===== config.mk =====
export PLATFORM = sky130hd
export DESIGN_NAME = modem_reply_byte_matcher_flat
export DESIGN_NICKNAME = d
export VERILOG_FILES = /design/src/hw/rtl/mrbm_pkg.sv /design/src/hw/rtl/mrbm_ifs.sv /design/src/hw/rtl/modem_reply_byte_matcher.sv /design/src/flat_wrapper.sv
export VERILOG_INCLUDE_DIRS = /design/src /design/src/hw/rtl
export SDC_FILE = /design/constraint.sdc
export NUM_CORES = 1
export LEC_CHECK = 0
export ABC_CLOCK_PERIOD_IN_PS = 2380
export BUFFER_PORTS_ARGS = -buffer_cell sky130_fd_sc_hd__buf_2
export CORE_MARGIN = 2
export CORE_UTILIZATION = 50
export CTS_BUF_LIST = sky130_fd_sc_hd__clkbuf_8
export DETAILED_ROUTE_END_ITERATION = 10
export PLACE_DENSITY = 0.79
export REMOVE_ABC_BUFFERS = 1
export SETUP_SLACK_MARGIN = 0.2
export SLEW_MARGIN = 10
export SYNTH_ARGS = -nofsm -noshare
export SYNTH_HDL_FRONTEND = slang
export SYNTH_SLANG_ARGS = --single-unit

===== constraint.sdc =====
create_clock -name clk -period 2.38 [get_ports clk]
set_input_delay 0.119 -clock clk [delete_from_list [all_inputs] [get_ports clk]]
set_output_delay 0.119 -clock clk [all_outputs]
set_load 0.02 [all_outputs]

===== src/hw/rtl/assert_macros.svh =====
// ---------------------------------------------------------------------------
// Assertion macros
// Shared concurrent assertion wrappers, clocked on clk, disabled in reset.
// ---------------------------------------------------------------------------
`ifndef ASSERT_MACROS_SVH
`define ASSERT_MACROS_SVH

// Property holds on every clock edge outside reset.
`define MRBM_ASSERT(lbl, prop) \
    lbl: assert property (@(posedge clk) disable iff (!rst_n) (prop)) \
        else $error("assertion failed");

// Antecedent implies consequent in the same cycle.
`define MRBM_ASSERT_IMP(lbl, ante, cons) \
    lbl: assert property (@(posedge clk) disable iff (!rst_n) (ante) |-> (cons)) \
        else $error("assertion failed");

`endif


===== src/hw/rtl/mrbm_pkg.sv =====
// ---------------------------------------------------------------------------
// mrbm_pkg
// Types and constants of the modem reply byte matcher.
// ---------------------------------------------------------------------------
package mrbm_pkg;

    localparam logic [7:0] BODY_SIZE    = 8'd64;
    localparam logic [7:0] INDEX_DIGITS = 8'd10;
    localparam logic [7:0] CMD_PREFIX   = 8'd8;
    localparam logic [7:0] OK_PAIR_SUM  = 8'd154;
    localparam logic [15:0] NOTICE_SUM  = 16'd649;
    localparam logic [7:0] CH_PLUS      = 8'h2B;
    localparam logic [7:0] CH_NL        = 8'h0A;

    localparam logic [1:0] CMD_BYTE     = 2'd0;
    localparam logic [1:0] CMD_FETCH    = 2'd1;
    localparam logic [1:0] CMD_ACK_OK   = 2'd2;
    localparam logic [1:0] CMD_SEND_RST = 2'd3;

    localparam logic [1:0] STORE_NONE  = 2'd0;
    localparam logic [1:0] STORE_DIGIT = 2'd1;
    localparam logic [1:0] STORE_BODY  = 2'd2;

    typedef struct packed {
        logic [1:0] command;
        logic [7:0] rx_byte;
    } req_item_t;

    typedef struct packed {
        logic       ok_out;
        logic       notice_out;
        logic [1:0] store_kind;
        logic [7:0] store_pos;
        logic [7:0] store_byte;
        logic       overflow;
        logic       issue_read;
        logic [4:0] read_cmd_len;
    } rsp_item_t;

endpackage


===== src/hw/rtl/mrbm_ifs.sv =====
// ---------------------------------------------------------------------------
// mrbm channel interfaces
// Valid/ready channels for command beats and result beats.
// ---------------------------------------------------------------------------
interface mrbm_req_if;
    logic                 valid;
    logic                 ready;
    mrbm_pkg::req_item_t  data;

    modport source (output valid, output data, input ready);
    modport sink   (input valid, input data, output ready);
endinterface

interface mrbm_rsp_if;
    logic                 valid;
    logic                 ready;
    mrbm_pkg::rsp_item_t  data;

    modport source (output valid, output data, input ready);
    modport sink   (input valid, input data, output ready);
endinterface


===== src/hw/rtl/modem_reply_byte_matcher.sv =====
// ---------------------------------------------------------------------------
// modem_reply_byte_matcher
// Tracks OK replies and new-message notices in a modem byte stream and
// emits index-digit and body-byte stores, one result beat per command beat.
// ---------------------------------------------------------------------------
//   channel | dir | payload
//   req     | in  | command, rx_byte
//   rsp     | out | ok_out, notice_out, store_kind/pos/byte, overflow,
//           |     | issue_read, read_cmd_len
//
// One beat per cycle sustained while rsp does not stall; results are registered.
// State and result come from one combinational pass over the tracker registers.
// A two-entry result buffer (output plus skid register) keeps req.ready high
// while the skid register is empty; req stalls only when both are full.
// Reset clears all tracker state and empties the result buffer.
module modem_reply_byte_matcher (
    input  logic              clk,
    input  logic              rst_n,
    mrbm_req_if.sink          req,
    mrbm_rsp_if.source        rsp
);
    import mrbm_pkg::*;

    logic        ok_seen_reg,        ok_seen_next;
    logic [7:0]  prev_byte_reg,      prev_byte_next;
    logic [7:0]  last_byte_reg,      last_byte_next;
    logic        notice_armed_reg,   notice_armed_next;
    logic        reading_body_reg,   reading_body_next;
    logic        notice_pending_reg, notice_pending_next;
    logic [15:0] header_sum_reg,     header_sum_next;
    logic [7:0]  write_index_reg,    write_index_next;

    logic        out_valid_reg,  skid_valid_reg;
    rsp_item_t   out_data_reg,   skid_data_reg;
    rsp_item_t   result;
    logic        req_fire, out_free;

    assign req.ready = !skid_valid_reg;
    assign req_fire  = req.valid && req.ready;
    assign out_free  = !out_valid_reg || rsp.ready;
    assign rsp.valid = out_valid_reg;
    assign rsp.data  = out_data_reg;

    always_comb
    begin
        logic [7:0] b;
        logic [7:0] n;
        logic [7:0] pb;
        logic [7:0] lb;
        b  = req.data.rx_byte;
        n  = 8'd0;
        pb = prev_byte_reg;
        lb = last_byte_reg;

        ok_seen_next        = ok_seen_reg;
        prev_byte_next      = prev_byte_reg;
        last_byte_next      = last_byte_reg;
        notice_armed_next   = notice_armed_reg;
        reading_body_next   = reading_body_reg;
        notice_pending_next = notice_pending_reg;
        header_sum_next     = header_sum_reg;
        write_index_next    = write_index_reg;
        result              = '0;

        unique case (req.data.command)
            CMD_BYTE:
            begin
                if (!ok_seen_reg)
                begin
                    pb = last_byte_reg;
                    lb = b;
                    if (8'(pb + lb) == OK_PAIR_SUM)
                    begin
                        ok_seen_next   = 1'b1;
                        prev_byte_next = 8'd0;
                        last_byte_next = 8'd0;
                    end
                    else
                    begin
                        prev_byte_next = pb;
                        last_byte_next = lb;
                    end
                end

                if (b == CH_PLUS)
                begin
                    header_sum_next = 16'd0;
                    if (notice_armed_reg)
                    begin
                        notice_armed_next = 1'b0;
                        reading_body_next = 1'b1;
                    end
                    else
                    begin
                        notice_armed_next = 1'b1;
                    end
                end
                else if (notice_armed_reg)
                begin
                    if (header_sum_reg == NOTICE_SUM)
                    begin
                        if (write_index_reg < INDEX_DIGITS)
                        begin
                            result.store_kind = STORE_DIGIT;
                            result.store_pos  = 8'(CMD_PREFIX + write_index_reg);
                            result.store_byte = b;
                            write_index_next  = 8'(write_index_reg + 8'd1);
                        end
                        else
                        begin
                            result.overflow = 1'b1;
                        end
                        if (b == CH_NL)
                        begin
                            notice_pending_next = 1'b1;
                            header_sum_next     = 16'd0;
                        end
                    end
                    else
                    begin
                        header_sum_next = 16'(header_sum_reg + {8'd0, b});
                    end
                end
                else if (reading_body_reg)
                begin
                    // ok_seen here is the value after the pair check above
                    if (!ok_seen_next)
                    begin
                        if (write_index_reg < BODY_SIZE)
                        begin
                            result.store_kind = STORE_BODY;
                            result.store_pos  = write_index_reg;
                            result.store_byte = b;
                            write_index_next  = 8'(write_index_reg + 8'd1);
                        end
                        else
                        begin
                            result.overflow = 1'b1;
                        end
                    end
                    else
                    begin
                        reading_body_next = 1'b0;
                        ok_seen_next      = 1'b0;
                        write_index_next  = 8'd0;
                    end
                end
            end
            CMD_FETCH:
            begin
                if (notice_pending_reg)
                begin
                    n = (write_index_reg > INDEX_DIGITS) ? INDEX_DIGITS : write_index_reg;
                    result.issue_read   = 1'b1;
                    result.read_cmd_len = 5'(CMD_PREFIX + n);
                    write_index_next    = 8'd0;
                    notice_pending_next = 1'b0;
                end
            end
            CMD_ACK_OK:
            begin
                ok_seen_next = 1'b0;
            end
            CMD_SEND_RST:
            begin
                write_index_next    = 8'd0;
                notice_pending_next = 1'b0;
                notice_armed_next   = 1'b0;
                reading_body_next   = 1'b0;
                ok_seen_next        = 1'b0;
                header_sum_next     = 16'd0;
            end
        endcase

        result.ok_out     = ok_seen_next;
        result.notice_out = notice_pending_next;
    end

    always_ff @(posedge clk or negedge rst_n)
    begin
        if (!rst_n)
        begin
            ok_seen_reg        <= 1'b0;
            prev_byte_reg      <= 8'd0;
            last_byte_reg      <= 8'd0;
            notice_armed_reg   <= 1'b0;
            reading_body_reg   <= 1'b0;
            notice_pending_reg <= 1'b0;
            header_sum_reg     <= 16'd0;
            write_index_reg    <= 8'd0;
        end
        else if (req_fire)
        begin
            ok_seen_reg        <= ok_seen_next;
            prev_byte_reg      <= prev_byte_next;
            last_byte_reg      <= last_byte_next;
            notice_armed_reg   <= notice_armed_next;
            reading_body_reg   <= reading_body_next;
            notice_pending_reg <= notice_pending_next;
            header_sum_reg     <= header_sum_next;
            write_index_reg    <= write_index_next;
        end
    end

    always_ff @(posedge clk or negedge rst_n)
    begin
        if (!rst_n)
        begin
            out_valid_reg  <= 1'b0;
            skid_valid_reg <= 1'b0;
        end
        else if (out_free)
        begin
            if (skid_valid_reg)
            begin
                out_valid_reg  <= 1'b1;
                skid_valid_reg <= req_fire;
            end
            else
            begin
                out_valid_reg <= req_fire;
            end
        end
        else if (req_fire)
        begin
            skid_valid_reg <= 1'b1;
        end
    end

    always_ff @(posedge clk)
    begin
        if (out_free)
        begin
            if (skid_valid_reg)
            begin
                out_data_reg <= skid_data_reg;
                if (req_fire)
                begin
                    skid_data_reg <= result;
                end
            end
            else if (req_fire)
            begin
                out_data_reg <= result;
            end
        end
        else if (req_fire)
        begin
            skid_data_reg <= result;
        end
    end

`include "assert_macros.svh"

    `MRBM_ASSERT_IMP(a_skid_behind_out, skid_valid_reg, out_valid_reg)
    `MRBM_ASSERT(a_index_bounded, write_index_reg <= BODY_SIZE || write_index_reg <= INDEX_DIGITS)
    `MRBM_ASSERT_IMP(a_read_len, out_valid_reg && out_data_reg.issue_read, out_data_reg.read_cmd_len >= 5'(CMD_PREFIX))

endmodule


===== src/flat_wrapper.sv =====
// flat-port wrapper written by rule: the top's interface ports become plain ports
module modem_reply_byte_matcher_flat import mrbm_pkg::*;
  (clk, rst_n, req_valid, req_data, req_ready, rsp_valid, rsp_data, rsp_ready);
  mrbm_req_if req_i ();
  mrbm_rsp_if rsp_i ();
  input  logic clk;
  input  logic rst_n;
  input wire logic [$bits(req_i.valid)-1:0] req_valid;
  input wire logic [$bits(req_i.data)-1:0] req_data;
  output wire logic [$bits(req_i.ready)-1:0] req_ready;
  output wire logic [$bits(rsp_i.valid)-1:0] rsp_valid;
  output wire logic [$bits(rsp_i.data)-1:0] rsp_data;
  input wire logic [$bits(rsp_i.ready)-1:0] rsp_ready;
  assign req_i.valid = req_valid;
  assign req_i.data = req_data;
  assign req_ready = req_i.ready;
  assign rsp_valid = rsp_i.valid;
  assign rsp_data = rsp_i.data;
  assign rsp_i.ready = rsp_ready;
  modem_reply_byte_matcher u_core (.clk(clk), .rst_n(rst_n), .req(req_i), .rsp(rsp_i));
endmodule

==> reports/results.txt <==
Total gr overflow: 0
Post-Route WL: 12300 µm
Total track usage: 21.9%
Core Box Area: 9730 µm²
Peak Freq: 374 MHz
Final Hold Vio Count: 0
Worst Hold Launch: req_valid
CTS Root Cell: clkbuf_8
Diodes inserted: 0
VDD IR max: 0.462 mV
Post-synth cell types: 64
Clk_lat worst skew: 0.38 ns
Clock Skews: 0.0113 ns
Multi-input gate area: 2700 µm²
Internal reg-to-reg setup slack: -0.30 ns
Die Y: 104 µm
WP data required: 2.69 ns
Switching Share: 36.3%
DP HPWL: 8030 µm
Gate power share: 33.8%
Leading cell type in the layout, fill and taps excluded: nand2_1
Yosys warning count: 0
# setup viols final: 38
Via count: 4102
CTS Sinks: 92
CTS Buffer Depth: 2
Post-synthesis sequential area ratio: 51.5%
Crit path largest cell delay: 0.45 ns
CTS tree: done
Most frequent CP cell: o31ai_4
Rows: 36
Fin crit period: 2.68 ns
Vias in the first global route: 3856
Met3 routed wirelength: 622 µm
First-pass DRT Iterations: 5
Mapped Avg Cell Area: 10.8 µm²
DRT antenna net count: 0
Post-DR wirelength/cell: 17.7 µm
Synthesized area: 4990 µm²
Reg power frac: 44.7%
CP Launch Point: u_core.last_byte_reg[0]
Slew @ Worst Pin: 0.934 ns
Layout cells sized above 1: 36.4%
Failing checks: negative setup slack
CP cell instances: ha_2 > inv_2 > fa_2 > nand2b_4 > a21oi_4 > xnor2_2 > o31ai_4 > buf_6 > buf_8 > o31ai_4 > o32ai_2 > a2bb2oi_1
Synth Instances: 464
Yosys reg bits: 92
Vias/cell: 5.91
Crit Path Category: flip-flop to flip-flop
RSZ-0062 raised after global routing: true
Initial Utilization: 51.3%
Met2 WL: 6140 µm
Status: finished, violations left
Clock-pin slew of the registers on the worst-case setup and hold paths: 0.10 ns
Critical-path top delay cell: o31ai_4
P&R area growth vs syn: 27.5%
IO Count: 43
Highest Signal Layer: met4
Worst R2R Start: u_core.last_byte_reg[0]
Filler cells: 713
Maxcap violations: 0
Final Max Tran Viols: 0
Worst-path fanout max: 10
Initial DRC count: 272
Sw power: 0.00170 W
Initial antenna violation count: 0
Final Wtd Congestion: 0.962
Post-synth EDFFs: 54
Commonest cells after routing, fill and taps aside: nand2_1 (58), edfxtp_1 (54), buf_2 (42), buf_4 (41), dfrtp_1 (38)
DIE WIDTH: 104 µm
DRC: 0
Die ar.: 10800 µm²
TritonCTS Buffers: 9
Global-route wire length before repair: 19000 µm
Final nets: 595
Crit end category: flip-flop
Asr flop ratio synth: 41.3%
Internal power: 0.00299 W
Most used DFF post-synth: edfxtp_1
Power Total: 0.00469 W
Number of port buffers: 42
CP Data Arrival Time: 2.98 ns
Utilization after layout: 65.5%
Fin crit share: 112%
Slew HR: 37.7%
Clock power share: 21.6%
Wire length on met1: 5250 µm
PnR worst setup slack: -0.297 ns
H-tree depth: 3
Critical Path Source Type: flip-flop
Hold Crit Class: input port to flip-flop
Largest net degree at the start of global routing: 39
Reg area: 2570 µm²
Hold_ws: 0.0261 ns
Pleak: 2.71 nW
Cell Pwr Density: 737 nW/µm²
worst max-delay path: cells and delay by family, from the launching register on:
kind / cells / cell delay (ns)
adder cells (fa/ha/maj): 2 / 0.55
buffers and inverters: 3 / 0.34
XOR/XNOR: 1 / 0.17
AO/OA/AOI/OAI: 5 / 1.04
AND/OR/NAND/NOR: 1 / 0.16
flip-flops: 1 / 0.37
metal layers:
metal / track usage (%) / vias up
met1: 29.1 / 2029
met5: 0 / -
li1: - / 1895
met3: 3.32 / 34
met2: 36.4 / 144
met4: 8.11 / 0
per-stage QoR:
step | cells | area, µm² | setup TNS [ns] | setup WS, ns
finish | 694 | 6370 | -7.25 | -0.297
global route | 694 | 6370 | -9.99 | -0.410
global placement | 665 | 5640 | -9.10 | -0.340
detailed placement | 665 | 5640 | -14.00 | -0.479
CTS | 686 | 6020 | -5.14 | -0.234
floorplan | 452 | 4940 | -31.54 | -0.627
repair_timing:
action	CTS	global route
pin swaps	27	35
gates resized for setup	47	68
endpoints found under the setup margin	56	60
hold endpoints to repair	38	0
hold buffers	1	0
buffers inserted	4	8
gates cloned	0	0
power by group through the flow:
stage	combinational, W	clock (W)	sequential [W]
2_1_floorplan	0.000843	0	0.00211
3_5_place_dp	0.00127	0	0.00210
5_1_grt	0.00174	0.00109	0.00212
3_3_place_gp	0.00123	0	0.00209
6_report	0.00159	0.00101	0.00209
4_1_cts	0.00138	0.00102	0.00208
logic make-up (layout without fill, tap and decap cells):
logic type / after synthesis / count (layout) / share of synthesized area, %
compound gates: 113 / 113 / 15.5
buf+inv: 36 / 132 / 2.81
xor+xnor: 12 / 12 / 2.10
fa+ha+maj: 25 / 25 / 6.56
other cells: 1 / 2 / 0.0751
flops: 92 / 92 / 51.5
simple gates: 165 / 165 / 17.0
mux: 20 / 20 / 4.48
cell type report:
class / count / area share (%)
clock buffers: 9 / 1.94
clock inverters: 7 / 1.06
inverters: 23 / 1.36
multi-input cells: 337 / 42.4
flip-flops and latches: 92 / 40.4
well taps: 133 / 2.61
repair buffers: 93 / 10.2
synth_stat cells, drive strengths merged, types with 4 or more instances:
| library cell | number | area share (%) |
|---|---|---|
| a211oi | 5 | 0.85 |
| a21oi | 17 | 1.8 |
| and2 | 13 | 1.6 |
| and3 | 4 | 0.50 |
| buf | 4 | 0.40 |
| clkbuf | 9 | 0.68 |
| dfrtp | 38 | 19 |
| edfxtp | 54 | 32 |
| ha | 23 | 5.8 |
| inv | 23 | 1.7 |
| mux2 | 19 | 4.3 |
| nand2 | 60 | 4.6 |
| nand2b | 6 | 0.90 |
| nand3 | 7 | 0.70 |
| nand4 | 7 | 1.2 |
| nor2 | 27 | 2.0 |
| nor2b | 4 | 0.50 |
| nor3 | 15 | 1.7 |
| nor4 | 7 | 0.88 |
| o211ai | 7 | 1.1 |
| o21ai | 42 | 4.2 |
| o31ai | 15 | 2.7 |
| xnor2 | 8 | 1.4 |
| xor2 | 4 | 0.70 |
worst paths after layout:
kind	to	cells past startpoint
worst min-delay path	u_core.rsp.valid	3
max in group asynchronous	u_core.last_byte_reg[0]	2
worst min register to register	u_core.last_byte_reg[3]	2
worst max-delay path	u_core.write_index_reg[7]	12
worst max register to register	u_core.write_index_reg[7]	12
min in group asynchronous	u_core.header_sum_reg[11]	2
(Power assumes the default switching activity.)
